## src/rtl/gdfs_pkg.sv

```systemverilog
// ----------------------------------------------------------------------------
// gdfs_pkg
// Shared codes, widths and the command/status bundles passed between the
// depth-first search controller and its datapath.
// ----------------------------------------------------------------------------
package gdfs_pkg;

	// field widths fixed by the interface
	localparam int OP_W   = 2;
	localparam int VTX_W  = 5;
	localparam int CNT_W  = 6;
	localparam int KIND_W = 2;
	localparam int IDX_W  = 1;

	// operation codes of an input word
	localparam logic [OP_W-1:0] OP_CLEAR  = 2'd0;
	localparam logic [OP_W-1:0] OP_EDGE   = 2'd1;
	localparam logic [OP_W-1:0] OP_SEARCH = 2'd2;

	// result kinds
	localparam logic [KIND_W-1:0] KIND_VISIT  = 2'd0;
	localparam logic [KIND_W-1:0] KIND_PARENT = 2'd1;
	localparam logic [KIND_W-1:0] KIND_ERROR  = 2'd2;

	// configuration register indexes
	localparam logic [IDX_W-1:0] REG_VERTEX_COUNT  = 1'd0;
	localparam logic [IDX_W-1:0] REG_DIRECTED_MODE = 1'd1;

	// controller to datapath
	typedef struct packed {
		logic              accept;
		logic              clear;
		logic              edge_rd_a;
		logic              edge_wr_a;
		logic              edge_rd_b;
		logic              edge_wr_b;
		logic              init;
		logic              pop;
		logic              visit;
		logic              load_nbr;
		logic              push;
		logic              par_start;
		logic              par_rd;
		logic              par_next;
		logic              emit;
		logic [KIND_W-1:0] kind;
	} cmd_t;

	// datapath to controller
	typedef struct packed {
		logic [OP_W-1:0] op;
		logic            edge_ok;
		logic            src_ok;
		logic            directed;
		logic            stack_empty;
		logic            nbr_empty;
		logic            u_ok;
		logic            rec_last;
	} status_t;

endpackage

```

## src/rtl/graph_depth_first_search.sv

```systemverilog
// ----------------------------------------------------------------------------
// graph_depth_first_search
// Adjacency-matrix graph store with a stack-based depth-first walk.
// ----------------------------------------------------------------------------
// One input word at a time is taken. A clear acts as it is accepted, an accepted
// edge is a read-modify-write of one adjacency row in directed mode and of two
// otherwise (through the one read and one write port of the row memory), and
// an out-of-range source gives an error result. A search starts with the
// source on the stack; each visited vertex takes a stack pop, a registered
// adjacency row read and one neighbor push per cycle for each newly reached
// neighbor, and once the stack is found empty one parent record per vertex is
// returned through the parent table read port. Results wait in a one-word
// output register, so a new input word is taken while the final result is
// still pending. Adjacency rows are cleared by per-row valid bits, so no
// clearing pass follows reset.
module graph_depth_first_search #(
	parameter int MAX_VERTICES = 32
) (
	input  logic                           clk,
	input  logic                           arst_n,
	input  logic                           in_valid,
	output logic                           in_ready,
	input  logic [gdfs_pkg::OP_W-1:0]      op,
	input  logic [gdfs_pkg::VTX_W-1:0]     edge_from,
	input  logic [gdfs_pkg::VTX_W-1:0]     edge_to,
	input  logic [gdfs_pkg::VTX_W-1:0]     source_vertex,
	output logic                           out_valid,
	input  logic                           out_ready,
	output logic [gdfs_pkg::KIND_W-1:0]    kind,
	output logic [gdfs_pkg::VTX_W-1:0]     vertex,
	output logic [gdfs_pkg::VTX_W-1:0]     parent_vertex,
	output logic                           has_parent,
	output logic                           last,
	input  logic                           cfg_valid,
	output logic                           cfg_ready,
	input  logic [gdfs_pkg::IDX_W-1:0]     cfg_index,
	input  logic [gdfs_pkg::CNT_W-1:0]     cfg_data
);

	gdfs_pkg::cmd_t    cmd;
	gdfs_pkg::status_t st;

	logic [gdfs_pkg::CNT_W-1:0]  vertex_count_q;
	logic                        directed_mode_q;
	logic                        out_valid_q;
	logic [gdfs_pkg::KIND_W-1:0] kind_q;
	logic [gdfs_pkg::VTX_W-1:0]  vertex_q;
	logic [gdfs_pkg::VTX_W-1:0]  parent_q;
	logic                        has_parent_q;
	logic                        last_q;
	logic                        can_load;
	logic [gdfs_pkg::KIND_W-1:0] res_kind;
	logic [gdfs_pkg::VTX_W-1:0]  res_vertex;
	logic [gdfs_pkg::VTX_W-1:0]  res_parent;
	logic                        res_has;
	logic                        res_last;

	assign cfg_ready = 1'b1;
	assign can_load  = !out_valid_q || out_ready;

	gdfs_ctrl u_ctrl (
		.clk      (clk),
		.arst_n   (arst_n),
		.in_valid (in_valid),
		.in_ready (in_ready),
		.can_load (can_load),
		.st       (st),
		.cmd      (cmd)
	);

	gdfs_dpath #(
		.MAX_VERTICES (MAX_VERTICES)
	) u_dpath (
		.clk           (clk),
		.arst_n        (arst_n),
		.cmd           (cmd),
		.st            (st),
		.vertex_count  (vertex_count_q),
		.directed_mode (directed_mode_q),
		.op            (op),
		.edge_from     (edge_from),
		.edge_to       (edge_to),
		.source_vertex (source_vertex),
		.res_kind      (res_kind),
		.res_vertex    (res_vertex),
		.res_parent    (res_parent),
		.res_has       (res_has),
		.res_last      (res_last)
	);

	// configuration registers
	always_ff @(posedge clk or negedge arst_n) begin
		if (!arst_n) begin
			vertex_count_q  <= gdfs_pkg::CNT_W'(32);
			directed_mode_q <= 1'b0;
		end else if (cfg_valid) begin
			unique case (cfg_index)
				gdfs_pkg::REG_VERTEX_COUNT:  vertex_count_q  <= cfg_data;
				gdfs_pkg::REG_DIRECTED_MODE: directed_mode_q <= cfg_data[0];
				default: ;
			endcase
		end
	end

	// output word register
	always_ff @(posedge clk or negedge arst_n) begin
		if (!arst_n) out_valid_q <= 1'b0;
		else if (cmd.emit) out_valid_q <= 1'b1;
		else if (out_ready) out_valid_q <= 1'b0;
	end

	always_ff @(posedge clk) begin
		if (cmd.emit) begin
			kind_q       <= res_kind;
			vertex_q     <= res_vertex;
			parent_q     <= res_parent;
			has_parent_q <= res_has;
			last_q       <= res_last;
		end
	end

	assign out_valid     = out_valid_q;
	assign kind          = kind_q;
	assign vertex        = vertex_q;
	assign parent_vertex = parent_q;
	assign has_parent    = has_parent_q;
	assign last          = last_q;

	// a result is only produced when the output register can take it
	a_emit_room: assert property (@(posedge clk) disable iff (!arst_n)
		cmd.emit |-> can_load)
		else $error("result produced while output register is held");

	// the final result of an item returns the block to input
	a_last_idle: assert property (@(posedge clk) disable iff (!arst_n)
		(cmd.emit && res_last) |=> in_ready)
		else $error("block not ready after final result");

	// pushes only happen with a pending neighbor
	a_push_nbr: assert property (@(posedge clk) disable iff (!arst_n)
		cmd.push |-> !st.nbr_empty)
		else $error("push with empty neighbor mask");

	// search and edge work never overlaps input acceptance
	a_busy: assert property (@(posedge clk) disable iff (!arst_n)
		(cmd.push || cmd.pop || cmd.edge_wr_a || cmd.par_rd) |-> !in_ready)
		else $error("input accepted during ongoing work");

endmodule

```

## src/rtl/gdfs_ctrl.sv

```systemverilog
// ----------------------------------------------------------------------------
// gdfs_ctrl
// Sequencer for graph updates and the depth-first walk: decodes each input
// word, steps the datapath through edge updates, pops, neighbor pushes and
// the final parent-record sweep.
// ----------------------------------------------------------------------------
module gdfs_ctrl (
	input  logic              clk,
	input  logic              arst_n,
	input  logic              in_valid,
	output logic              in_ready,
	input  logic              can_load,
	input  gdfs_pkg::status_t st,
	output gdfs_pkg::cmd_t    cmd
);

	localparam logic [3:0] S_IDLE      = 4'd0;
	localparam logic [3:0] S_EDGE_RD_A = 4'd1;
	localparam logic [3:0] S_EDGE_WR_A = 4'd2;
	localparam logic [3:0] S_EDGE_RD_B = 4'd3;
	localparam logic [3:0] S_EDGE_WR_B = 4'd4;
	localparam logic [3:0] S_ERROR     = 4'd5;
	localparam logic [3:0] S_POP       = 4'd6;
	localparam logic [3:0] S_VISIT     = 4'd7;
	localparam logic [3:0] S_NBR       = 4'd8;
	localparam logic [3:0] S_PUSH      = 4'd9;
	localparam logic [3:0] S_PAR_RD    = 4'd10;
	localparam logic [3:0] S_PAR_EMIT  = 4'd11;

	logic [3:0] state_q;
	logic [3:0] state_d;

	assign in_ready = (state_q == S_IDLE);

	// next state and commands
	always_comb begin
		state_d = state_q;
		cmd     = '0;
		cmd.kind = gdfs_pkg::KIND_VISIT;
		unique case (state_q)
			S_IDLE: begin
				if (in_valid) begin
					cmd.accept = 1'b1;
					case (st.op)
						gdfs_pkg::OP_CLEAR: begin
							cmd.clear = 1'b1;
						end
						gdfs_pkg::OP_EDGE: begin
							if (st.edge_ok) state_d = S_EDGE_RD_A;
						end
						gdfs_pkg::OP_SEARCH: begin
							if (st.src_ok) begin
								cmd.init = 1'b1;
								state_d  = S_POP;
							end else begin
								state_d = S_ERROR;
							end
						end
						default: ;
					endcase
				end
			end
			S_EDGE_RD_A: begin
				cmd.edge_rd_a = 1'b1;
				state_d       = S_EDGE_WR_A;
			end
			S_EDGE_WR_A: begin
				cmd.edge_wr_a = 1'b1;
				state_d       = st.directed ? S_IDLE : S_EDGE_RD_B;
			end
			S_EDGE_RD_B: begin
				cmd.edge_rd_b = 1'b1;
				state_d       = S_EDGE_WR_B;
			end
			S_EDGE_WR_B: begin
				cmd.edge_wr_b = 1'b1;
				state_d       = S_IDLE;
			end
			S_ERROR: begin
				if (can_load) begin
					cmd.emit = 1'b1;
					cmd.kind = gdfs_pkg::KIND_ERROR;
					state_d  = S_IDLE;
				end
			end
			S_POP: begin
				if (st.stack_empty) begin
					cmd.par_start = 1'b1;
					state_d       = S_PAR_RD;
				end else begin
					cmd.pop = 1'b1;
					state_d = S_VISIT;
				end
			end
			S_VISIT: begin
				if (!st.u_ok) begin
					state_d = S_POP;
				end else if (can_load) begin
					cmd.emit  = 1'b1;
					cmd.kind  = gdfs_pkg::KIND_VISIT;
					cmd.visit = 1'b1;
					state_d   = S_NBR;
				end
			end
			S_NBR: begin
				cmd.load_nbr = 1'b1;
				state_d      = S_PUSH;
			end
			S_PUSH: begin
				if (st.nbr_empty) state_d = S_POP;
				else cmd.push = 1'b1;
			end
			S_PAR_RD: begin
				cmd.par_rd = 1'b1;
				state_d    = S_PAR_EMIT;
			end
			S_PAR_EMIT: begin
				if (can_load) begin
					cmd.emit = 1'b1;
					cmd.kind = gdfs_pkg::KIND_PARENT;
					if (st.rec_last) begin
						state_d = S_IDLE;
					end else begin
						cmd.par_next = 1'b1;
						state_d      = S_PAR_RD;
					end
				end
			end
			default: state_d = S_IDLE;
		endcase
	end

	// state register
	always_ff @(posedge clk or negedge arst_n) begin
		if (!arst_n) state_q <= S_IDLE;
		else state_q <= state_d;
	end

endmodule

```

## src/rtl/gdfs_dpath.sv

```systemverilog
// ----------------------------------------------------------------------------
// gdfs_dpath
// Adjacency rows, visit stack, parent table and color masks of the search,
// plus the result word builder.
// ----------------------------------------------------------------------------
module gdfs_dpath #(
	parameter int MAX_VERTICES = 32
) (
	input  logic                          clk,
	input  logic                          arst_n,
	input  gdfs_pkg::cmd_t                cmd,
	output gdfs_pkg::status_t             st,
	input  logic [gdfs_pkg::CNT_W-1:0]    vertex_count,
	input  logic                          directed_mode,
	input  logic [gdfs_pkg::OP_W-1:0]     op,
	input  logic [gdfs_pkg::VTX_W-1:0]    edge_from,
	input  logic [gdfs_pkg::VTX_W-1:0]    edge_to,
	input  logic [gdfs_pkg::VTX_W-1:0]    source_vertex,
	output logic [gdfs_pkg::KIND_W-1:0]   res_kind,
	output logic [gdfs_pkg::VTX_W-1:0]    res_vertex,
	output logic [gdfs_pkg::VTX_W-1:0]    res_parent,
	output logic                          res_has,
	output logic                          res_last
);

	localparam int IW   = $clog2(MAX_VERTICES);
	localparam int SP_W = $clog2(MAX_VERTICES + 1);
	localparam logic [MAX_VERTICES-1:0] BIT0 = MAX_VERTICES'(1);

	// highest set bit of a neighbor mask
	function automatic logic [IW-1:0] top_bit(input logic [MAX_VERTICES-1:0] m);
		logic [IW-1:0] r;
		r = '0;
		for (int k = 0; k < MAX_VERTICES; k++) begin
			if (m[k]) r = IW'(k);
		end
		return r;
	endfunction

	// storage
	logic [MAX_VERTICES-1:0] adj_mem [MAX_VERTICES];
	logic [IW-1:0]           stk_mem [MAX_VERTICES];
	logic [IW-1:0]           par_mem [MAX_VERTICES];

	logic [MAX_VERTICES-1:0] row_vld_q;
	logic [MAX_VERTICES-1:0] white_q;
	logic [MAX_VERTICES-1:0] black_q;
	logic [MAX_VERTICES-1:0] has_q;
	logic [MAX_VERTICES-1:0] nbr_q;
	logic [SP_W-1:0]         sp_q;
	logic [IW-1:0]           rec_q;

	logic [gdfs_pkg::VTX_W-1:0] a_q;
	logic [gdfs_pkg::VTX_W-1:0] b_q;
	logic [gdfs_pkg::VTX_W-1:0] src_q;
	logic [MAX_VERTICES-1:0]    adj_rd_q;
	logic                       rd_vld_q;
	logic [IW-1:0]              stk_rd_q;
	logic [IW-1:0]              par_rd_q;

	logic [gdfs_pkg::CNT_W-1:0] n_eff;
	logic [MAX_VERTICES-1:0]    range_mask;
	logic [MAX_VERTICES-1:0]    row_eff;
	logic [IW-1:0]              rd_row;
	logic [IW-1:0]              wr_row;
	logic [MAX_VERTICES-1:0]    wr_data;
	logic [IW-1:0]              nbr_top;
	logic [SP_W-1:0]            sp_m1;
	logic [IW-1:0]              src_idx;

	// active vertex count, clamped to 1..MAX_VERTICES
	always_comb begin
		if (vertex_count == '0) n_eff = gdfs_pkg::CNT_W'(1);
		else if (vertex_count > gdfs_pkg::CNT_W'(MAX_VERTICES))
			n_eff = gdfs_pkg::CNT_W'(MAX_VERTICES);
		else n_eff = vertex_count;
	end

	always_comb begin
		for (int k = 0; k < MAX_VERTICES; k++) begin
			range_mask[k] = (gdfs_pkg::CNT_W'(k) < n_eff);
		end
	end

	assign src_idx = source_vertex[IW-1:0];
	assign row_eff = rd_vld_q ? adj_rd_q : '0;
	assign nbr_top = top_bit(nbr_q);
	assign sp_m1   = sp_q - SP_W'(1);

	// adjacency port selection
	always_comb begin
		if (cmd.edge_rd_a) rd_row = a_q[IW-1:0];
		else if (cmd.edge_rd_b) rd_row = b_q[IW-1:0];
		else rd_row = stk_rd_q;
	end

	always_comb begin
		if (cmd.edge_wr_a) begin
			wr_row  = a_q[IW-1:0];
			wr_data = row_eff | (BIT0 << b_q[IW-1:0]);
		end else begin
			wr_row  = b_q[IW-1:0];
			wr_data = row_eff | (BIT0 << a_q[IW-1:0]);
		end
	end

	// status back to the controller
	always_comb begin
		st.op          = op;
		st.edge_ok     = (gdfs_pkg::CNT_W'(edge_from) < n_eff) &&
		                 (gdfs_pkg::CNT_W'(edge_to) < n_eff);
		st.src_ok      = (gdfs_pkg::CNT_W'(source_vertex) < n_eff);
		st.directed    = directed_mode;
		st.stack_empty = (sp_q == '0);
		st.nbr_empty   = (nbr_q == '0);
		st.u_ok        = !black_q[stk_rd_q];
		st.rec_last    = ((gdfs_pkg::CNT_W'(rec_q) + gdfs_pkg::CNT_W'(1)) == n_eff);
	end

	// input word capture
	always_ff @(posedge clk) begin
		if (cmd.accept) begin
			a_q   <= edge_from;
			b_q   <= edge_to;
			src_q <= source_vertex;
		end
	end

	// adjacency row memory
	always_ff @(posedge clk) begin
		if (cmd.edge_rd_a || cmd.edge_rd_b || cmd.visit) begin
			adj_rd_q <= adj_mem[rd_row];
			rd_vld_q <= row_vld_q[rd_row];
		end
		if (cmd.edge_wr_a || cmd.edge_wr_b) adj_mem[wr_row] <= wr_data;
	end

	// visit stack memory
	always_ff @(posedge clk) begin
		if (cmd.init) stk_mem[0] <= src_idx;
		else if (cmd.push) stk_mem[sp_q[IW-1:0]] <= nbr_top;
		if (cmd.pop) stk_rd_q <= stk_mem[sp_m1[IW-1:0]];
	end

	// parent table memory
	always_ff @(posedge clk) begin
		if (cmd.push) par_mem[nbr_top] <= stk_rd_q;
		if (cmd.par_rd) par_rd_q <= par_mem[rec_q];
	end

	// row valid bits, colors, stack pointer and sweep counter
	always_ff @(posedge clk or negedge arst_n) begin
		if (!arst_n) begin
			row_vld_q <= '0;
			white_q   <= '0;
			black_q   <= '0;
			has_q     <= '0;
			nbr_q     <= '0;
			sp_q      <= '0;
			rec_q     <= '0;
		end else begin
			if (cmd.clear) row_vld_q <= '0;
			else if (cmd.edge_wr_a || cmd.edge_wr_b) row_vld_q[wr_row] <= 1'b1;

			if (cmd.init) begin
				white_q <= range_mask & ~(BIT0 << src_idx);
				black_q <= '0;
				has_q   <= '0;
				sp_q    <= SP_W'(1);
			end else if (cmd.pop) begin
				sp_q <= sp_m1;
			end else if (cmd.push) begin
				sp_q             <= sp_q + SP_W'(1);
				white_q[nbr_top] <= 1'b0;
				has_q[nbr_top]   <= 1'b1;
				nbr_q[nbr_top]   <= 1'b0;
			end

			if (cmd.visit) black_q[stk_rd_q] <= 1'b1;
			if (cmd.load_nbr) nbr_q <= row_eff & white_q & range_mask;

			if (cmd.par_start) rec_q <= '0;
			else if (cmd.par_next) rec_q <= rec_q + IW'(1);
		end
	end

	// result word
	always_comb begin
		res_kind   = cmd.kind;
		res_vertex = '0;
		res_parent = '0;
		res_has    = 1'b0;
		res_last   = 1'b0;
		case (cmd.kind)
			gdfs_pkg::KIND_VISIT: begin
				res_vertex = gdfs_pkg::VTX_W'(stk_rd_q);
			end
			gdfs_pkg::KIND_PARENT: begin
				res_vertex = gdfs_pkg::VTX_W'(rec_q);
				res_has    = has_q[rec_q];
				res_parent = has_q[rec_q] ? gdfs_pkg::VTX_W'(par_rd_q) : '0;
				res_last   = st.rec_last;
			end
			default: begin
				res_vertex = src_q;
				res_last   = 1'b1;
			end
		endcase
	end

endmodule
```

## config.mk

```make
export PLATFORM = sky130hd
export DESIGN_NAME = graph_depth_first_search
export DESIGN_NICKNAME = d
export VERILOG_FILES = /design/src/rtl/gdfs_pkg.sv /design/src/rtl/graph_depth_first_search.sv /design/src/rtl/gdfs_ctrl.sv /design/src/rtl/gdfs_dpath.sv
export SDC_FILE = /design/constraint.sdc
export NUM_CORES = 2
export LEC_CHECK = 0
export BUFFER_PORTS_ARGS = -buffer_cell sky130_fd_sc_hd__buf_4
export CORE_ASPECT_RATIO = 1.25
export CORE_MARGIN = 4
export CORE_UTILIZATION = 63
export CTS_CLUSTER_DIAMETER = 30
export DETAILED_ROUTE_END_ITERATION = 6
export PLACE_DENSITY = 0.79
export SLEW_MARGIN = 20
export SYNTH_ARGS = -nofsm -noshare
export SYNTH_HDL_FRONTEND = slang
export SYNTH_SLANG_ARGS = --single-unit
```

## constraint.sdc

```tcl
create_clock -name clk -period 4.65 [get_ports clk]
set_input_delay 0.465 -clock clk [delete_from_list [all_inputs] [get_ports clk]]
set_output_delay 0.465 -clock clk [all_outputs]
set_load 0.02 [all_outputs]
```

## After elaboration in Yosys (flattened, before gate mapping)

Memories as Yosys holds them, arrays and structs flattened. A register that Yosys moved wholly into a read port is not among the register bits.
Cells that the tools add are included.
W data, S select, Z words.

- Multiplexer cells: 126
- $lt $le $gt $ge: 44
- Reduce and logical (&&, ||, !) cells: 28
- $add $sub $neg: 4
- Bitwise logic cells: 13
- Shift-type cells: 3
- Equal/unequal tests: 25

Operator list:

| kind | count |
|---|---|
| $mux W32 | 16 |
| $and A32 B32 Y32 | 5 |
| $or A32 B32 Y32 | 5 |
| $mux W5 | 23 |
| $lt A5 B6 Y1 const A | 16 |
| $shl A1 B5 Y32 const A | 3 |
| $mux W4 | 18 |
| $not A32 Y32 | 2 |
| $lt A4 B6 Y1 const A | 8 |
| $pmux W4 S11 | 1 |
| $mux W1 | 40 |
| $logic_not A32 Y1 | 1 |
| $lt A5 B6 Y1 const B | 5 |
| $mux W6 | 5 |
| $lt A3 B6 Y1 const A | 4 |
| $mux W3 | 7 |
| $lt A5 B6 Y1 | 3 |
| $eq A4 B3 Y1 const B | 4 |
| $eq A4 B4 Y1 const B | 4 |
| $bmux W1 S5 | 3 |
| $demux W1 S5 | 3 |
| $ge A5 B1 Y1 const B | 3 |
| $logic_not A6 Y1 | 2 |
| $lt A1 B6 Y1 const A | 2 |
| other kinds (33) | 60 |

- Memory bits (writable): 1344
- Flip-flop bits (word level): 213
- Memories: 3
- Output and inout bits: 17
- Input port bits: 29

Memory list:

| memory | depth | bits a word | rd ports | clocked after memory_dff | wr ports | line | RTL |
|---|---|---|---|---|---|---|---|
| u_dpath.adj_mem | 32 | 32 | 1 | 1 | 1 | gdfs_dpath.sv:41 | `logic [MAX_VERTICES-1:0] adj_mem [MAX_VERTICES];` |
| u_dpath.par_mem | 32 | 5 | 1 | 1 | 1 | gdfs_dpath.sv:43 | `logic [IW-1:0] par_mem [MAX_VERTICES];` |
| u_dpath.stk_mem | 32 | 5 | 1 | 1 | 1 | gdfs_dpath.sv:42 | `logic [IW-1:0] stk_mem [MAX_VERTICES];` |

## Depth between registers and ports, before layout

- Word-level depth: 41
- Depth in mapped cells: 14
- Mapped depth without buffers: 9

## Hierarchy

From an unflattened synthesis, not the netlist that was laid out.

- Cells, all modules: 4486
- Area, all modules: 66055.9 um2

By module, submodules not included:

| module | seq. area each (um2) | area an instance (um2) | instances | cells each |
|---|---|---|---|---|
| gdfs_dpath | 46379.5 | 64737.1 | 1 | 4377 |
| graph_depth_first_search | 621.8 | 775.7 | 1 | 36 |
| gdfs_ctrl | 100.1 | 543.0 | 1 | 73 |

## Worst setup path after synthesis

OpenSTA, ideal clock, no wires.

- Kind: reg2reg
- Start: reg u_ctrl.state_q[2]
- End: mem u_dpath.adj_mem[14][0], enable pin
- Required time: 4227 ps
- Path slack: 1027 ps
- Period minus slack after synthesis: 3623 ps
- Arrival time: 3200 ps
- Path buffers: 1
- Cell stages (with the launch flop): 6
- Cell sequence: dfrtp_1 -> clkbuf_1 -> nor3_1 -> mux2_2 -> a2111o_1 -> nor2_1

- Longest elaborated chain between the ends: 5
- Elaborated cells between the ends (all ways): 8
- Classes of those cells: eq/ne (2); mux (5); reduce/logical (1)

Ends and longest elaborated chain:

| element | line | RTL |
|---|---|---|
| from (decl) | gdfs_ctrl.sv:30 | `logic [3:0] state_q;` |
| from (signal assigned) | gdfs_ctrl.sv:136 | `else state_q <= state_d;` |
| $eq A4 B2 Y1 / $eq A4 B3 Y1 (equally long branches) | gdfs_ctrl.sv:40 | `unique case (state_q)` |
| $mux W1 | gdfs_ctrl.sv:40 |  |
| $logic_or A1 B1 Y1 | gdfs_dpath.sv:135 | `if (cmd.edge_wr_a \|\| cmd.edge_wr_b) adj_mem[wr_row] <= wr_data;` |
| $mux W1 | gdfs_dpath.sv:135 |  |
| $mux W1 (not written as such) | gdfs_dpath.sv:135 |  |
| to (decl) | gdfs_dpath.sv:41 |  |

Parallel ways exist; a longest one is shown, timed or not.

## Final worst setup path

- Start: reg u_ctrl.state_q[1]
- End: mem u_dpath.adj_mem[2][3], enable pin

Same word-level chain as after synthesis.

==> flow_metrics.py <==
metrics = {
    "status": {
        "status": "finished with violations",
        "failed_checks": "design-rule violations",
    },
    "routing": {
        "antenna_left": 0,
        "drt_iter0_markers": 5405,
        "drt_wl_total_um": 172000,
        "dr.pass1.iters": 7,
        "drcViolationCount": 5,
        "drt-wirelength-per-cell_um": 32.5,
        "vias": 36600,
        "vias_per_cell": 6.94,
    },
    "sta": {
        "finalHoldViolCount": 0,
        "holdWs_ps": 143,
        "worstMarginPinSlew_ps": 1080,
        "finClkSkew_ps": 34.9,
        "grt_setup_unrepaired": "false",
        "layout_min_cycle_time_ps": 3830,
        "slew_headroom": 0.280,
        "fin_crit_sh": 0.824,
        "setup_viol": 0,
        "finalMaxSlewViolations": 0,
        "setup_tns_ps": 0,
        "max_freq_ghz": 0.261,
    },
    "setup_path": {
        "r2r_end": "u_dpath.adj_mem[2][3]",
        "r2r_slack_ps": 820,
        "startpoint_type": "flop",
        "worstPathArrival_ps": 4320,
        "cp_data_required_time_ps": 5130,
        "end_kind": "flop",
        "critPathMaxFanout": 21,
        "crit_path_start": "u_ctrl.state_q[1]",
        "crit_end": "u_dpath.adj_mem[2][3]",
        "r2r_cells": 6,
        "worstSetupPathType": "flop to flop",
        "worstReg2RegStart": "u_ctrl.state_q[1]",
    },
    "grt": {
        "antenna_found_initial": 4,
        "grt_pass1_wl_um": 253000,
        "grt_use_total": 0.327,
        "grt_pass1_vias": 37600,
        "grt_max_degree": 102,
        "grt_overflow": 0,
    },
    "synthesis": {
        "synth_nets": 3602,
        "postSynthAreaPerCell_um2": 18.1,
        "synth-warning-count": 0,
        "synth.distinct_cells": 81,
        "ys.flop_type": "edfxtp_1",
        "ys_seq_elements": 1599,
        "yosysSeqAreaShare": 0.731,
        "synth_edf_count": 1416,
        "synthCells": 3557,
        "synth_area_um2": 64400,
        "async_flop_share": 0.114,
    },
    "placed_design": {
        "numPortBuffers": 44,
        "placed_cell_area_um2": 67500,
        "place_congestion": 0.944,
        "dpl.hpwl_um": 94600,
        "dp.cells": 4855,
    },
    "power": {
        "leakagePower_nw": 25.6,
        "p_int_w": 0.0346,
        "p_clk_frac": 0.316,
        "peakVddDrop_mv": 0.506,
        "pwr-share-seq": 0.382,
        "power_density_nw_per_um2": 692,
        "swShare": 0.335,
        "power.switching_w": 0.0174,
        "comb_power_share": 0.302,
    },
    "floorplan": {
        "die_area_um2": 107000,
        "initial_core_util": 0.638,
        "io_pins": 46,
        "rows": 130,
        "core_region_area_um2": 101000,
        "fp.dieW_um": 294,
        "die_h_um": 365,
    },
    "finish": {
        "syn2layout_area_growth_pct": 16.6,
        "final_cells": 5281,
        "diodes": 0,
        "nNetsFinal": 3818,
        "post-route-util": 0.743,
        "layout-drive-gt1-share": 0.271,
        "fill_cells": 5355,
        "final_area_um2": 75100,
    },
    "cts": {
        "cts.sinks": 1599,
        "cts_resized": 0,
        "clkLatencyLatePin_ps": 820,
        "clock-root-buffer": "clkbuf_16",
        "clk_pin_slew_ps": 60,
        "cts_tree": "yes",
        "post_cts_buffers": 0,
        "htreeDepth": 4,
        "cts_hold_buf": 23,
        "numCtsBuffers": 213,
        "clock_path_buffers": 3,
    },
    "job": {
        "maxCapViolCount": 0,
    },
    "min_path": {
        "hold_class": "primary input to flop",
    },
}
[worst min path at each step]
| stage | from | endpoint | slack [ps] | depth (start not counted) |
|---|---|---|---|---|
| floorplan | arst_n | directed_mode_q | 170 | 0 |
| global placement | u_dpath.has_q[2] | u_dpath.has_q[2] | 450 | 1 |
| detailed placement | u_dpath.black_q[30] | u_dpath.black_q[30] | 460 | 2 |
| CTS | cfg_index | vertex_count_q[2] | 110 | 3 |
| global route | cfg_index | vertex_count_q[3] | 190 | 3 |
| finish | cfg_index | vertex_count_q[2] | 140 | 3 |
[cell usage in the layout (no fill, tap or decap), drive strengths merged, types with 24 or more instances in the layout]
cell and instances:
inv 63, nand3 90, mux4 382, mux2i 42, nand4 27, nor2 135
a21o 40, o31ai 24, clkinvlp 28, edfxtp 1416, o22ai 48, o21ai 115
clkinv 77, clkbuf 242, o21a 40, nor3 52, buf 187, a32oi 35
nand2 391, dfrtp 182, and3 37, nand2b 27
[layout make-up]
cell class	count	area, um^2	area share
sequential	1599	47100	0.627
tap	1320	1650	0.0220
clock inverter	162	1700	0.0226
timing repair buffer	211	2040	0.0271
clock buffer	241	5590	0.0745
inverter	25	93.8	0.00125
multi-input combinational	1723	16900	0.225
[through the flow]
stage	worst slack (ps)	power, W
floorplan	1030	0.0299
global placement	980	0.0347
detailed placement	931	0.0351
CTS	830	0.0518
global route	738	0.0538
finish	819	0.0520
[worst max-delay path, cell delays in order, from the launching register on]
cell	delay (ps)
dfrtp_1	830
nand2b_1	310
nor3_2	210
mux2_2	390
a2111o_1	730
nor2_4	700
buf_12	300
[registers in the layout (all words and copies together) (netlist names), 6 cells and up]
name,cells
u_dpath.adj_mem,1024
u_dpath.par_mem,160
u_dpath.white_q,32
vertex_count_q,6
u_dpath.sp_q,6
u_dpath.has_q,32
u_dpath.nbr_q,32
u_dpath.row_vld_q,32
u_dpath.stk_mem,160
u_dpath.black_q,32
u_dpath.adj_rd_q,32
[cell usage after synthesis (5+ instances only)]
cell type | number | share of area
a211oi_1 | 7 | 0.00082
a21o_1 | 40 | 0.0047
a21oi_1 | 23 | 0.0018
a222oi_1 | 5 | 0.00078
a31oi_1 | 14 | 0.0014
a32oi_1 | 35 | 0.0048
and2_1 | 9 | 0.00087
and3_1 | 37 | 0.0036
buf_1 | 30 | 0.0017
buf_2 | 46 | 0.0036
buf_4 | 10 | 0.0012
buf_6 | 5 | 0.00087
clkbuf_1 | 118 | 0.0069
dfrtp_1 | 182 | 0.071
edfxtp_1 | 1416 | 0.66
ha_1 | 16 | 0.0031
inv_1 | 25 | 0.0015
mux2_2 | 17 | 0.0030
mux2i_1 | 42 | 0.0065
mux4_2 | 382 | 0.13
nand2_1 | 391 | 0.023
nand2b_1 | 27 | 0.0026
nand3_1 | 88 | 0.0068
nand3b_1 | 11 | 0.0013
nand4_1 | 27 | 0.0026
nor2_1 | 135 | 0.0079
nor2b_1 | 8 | 0.00078
nor3_1 | 49 | 0.0038
nor3b_1 | 8 | 0.00093
nor4_1 | 14 | 0.0014
o21a_1 | 39 | 0.0045
o21ai_0 | 114 | 0.0089
o21bai_1 | 8 | 0.00093
o22ai_1 | 48 | 0.0047
o31ai_1 | 20 | 0.0023
or2_2 | 6 | 0.00058
or3_1 | 10 | 0.00097
xnor2_1 | 9 | 0.0012
xor2_1 | 8 | 0.0011
[kinds of logic (layout without fill, tap and decap cells)]
family	Yosys count	after routing	share of synthesized area
simple gates	841	841	0.0602
fa+ha+maj	16	16	0.00311
compound gates	405	405	0.0435
mux	443	443	0.144
flops	1599	1599	0.731
xor+xnor	17	17	0.00231
buf+inv	235	639	0.0158
other cells	1	1	0.0000582
[power groups by stage]
stage          clock network, W  logic (W)  registers [W]
4_1_cts                  0.0165     0.0155         0.0198
3_3_place_gp                  0     0.0148         0.0200
3_5_place_dp                  0     0.0151         0.0200
5_1_grt                  0.0172     0.0166         0.0199
6_report                 0.0164     0.0157         0.0199
2_1_floorplan                 0     0.0103         0.0196
[layer usage]
metal,up-vias,track usage,routed length [um]
li1,14800,-,-
met1,18600,0.417,58700
met2,2633,0.536,85500
met3,579,0.0766,17500
met4,6,0.165,9860
met5,-,0,40
Note: power is estimated with default switching activity, not from simulation.
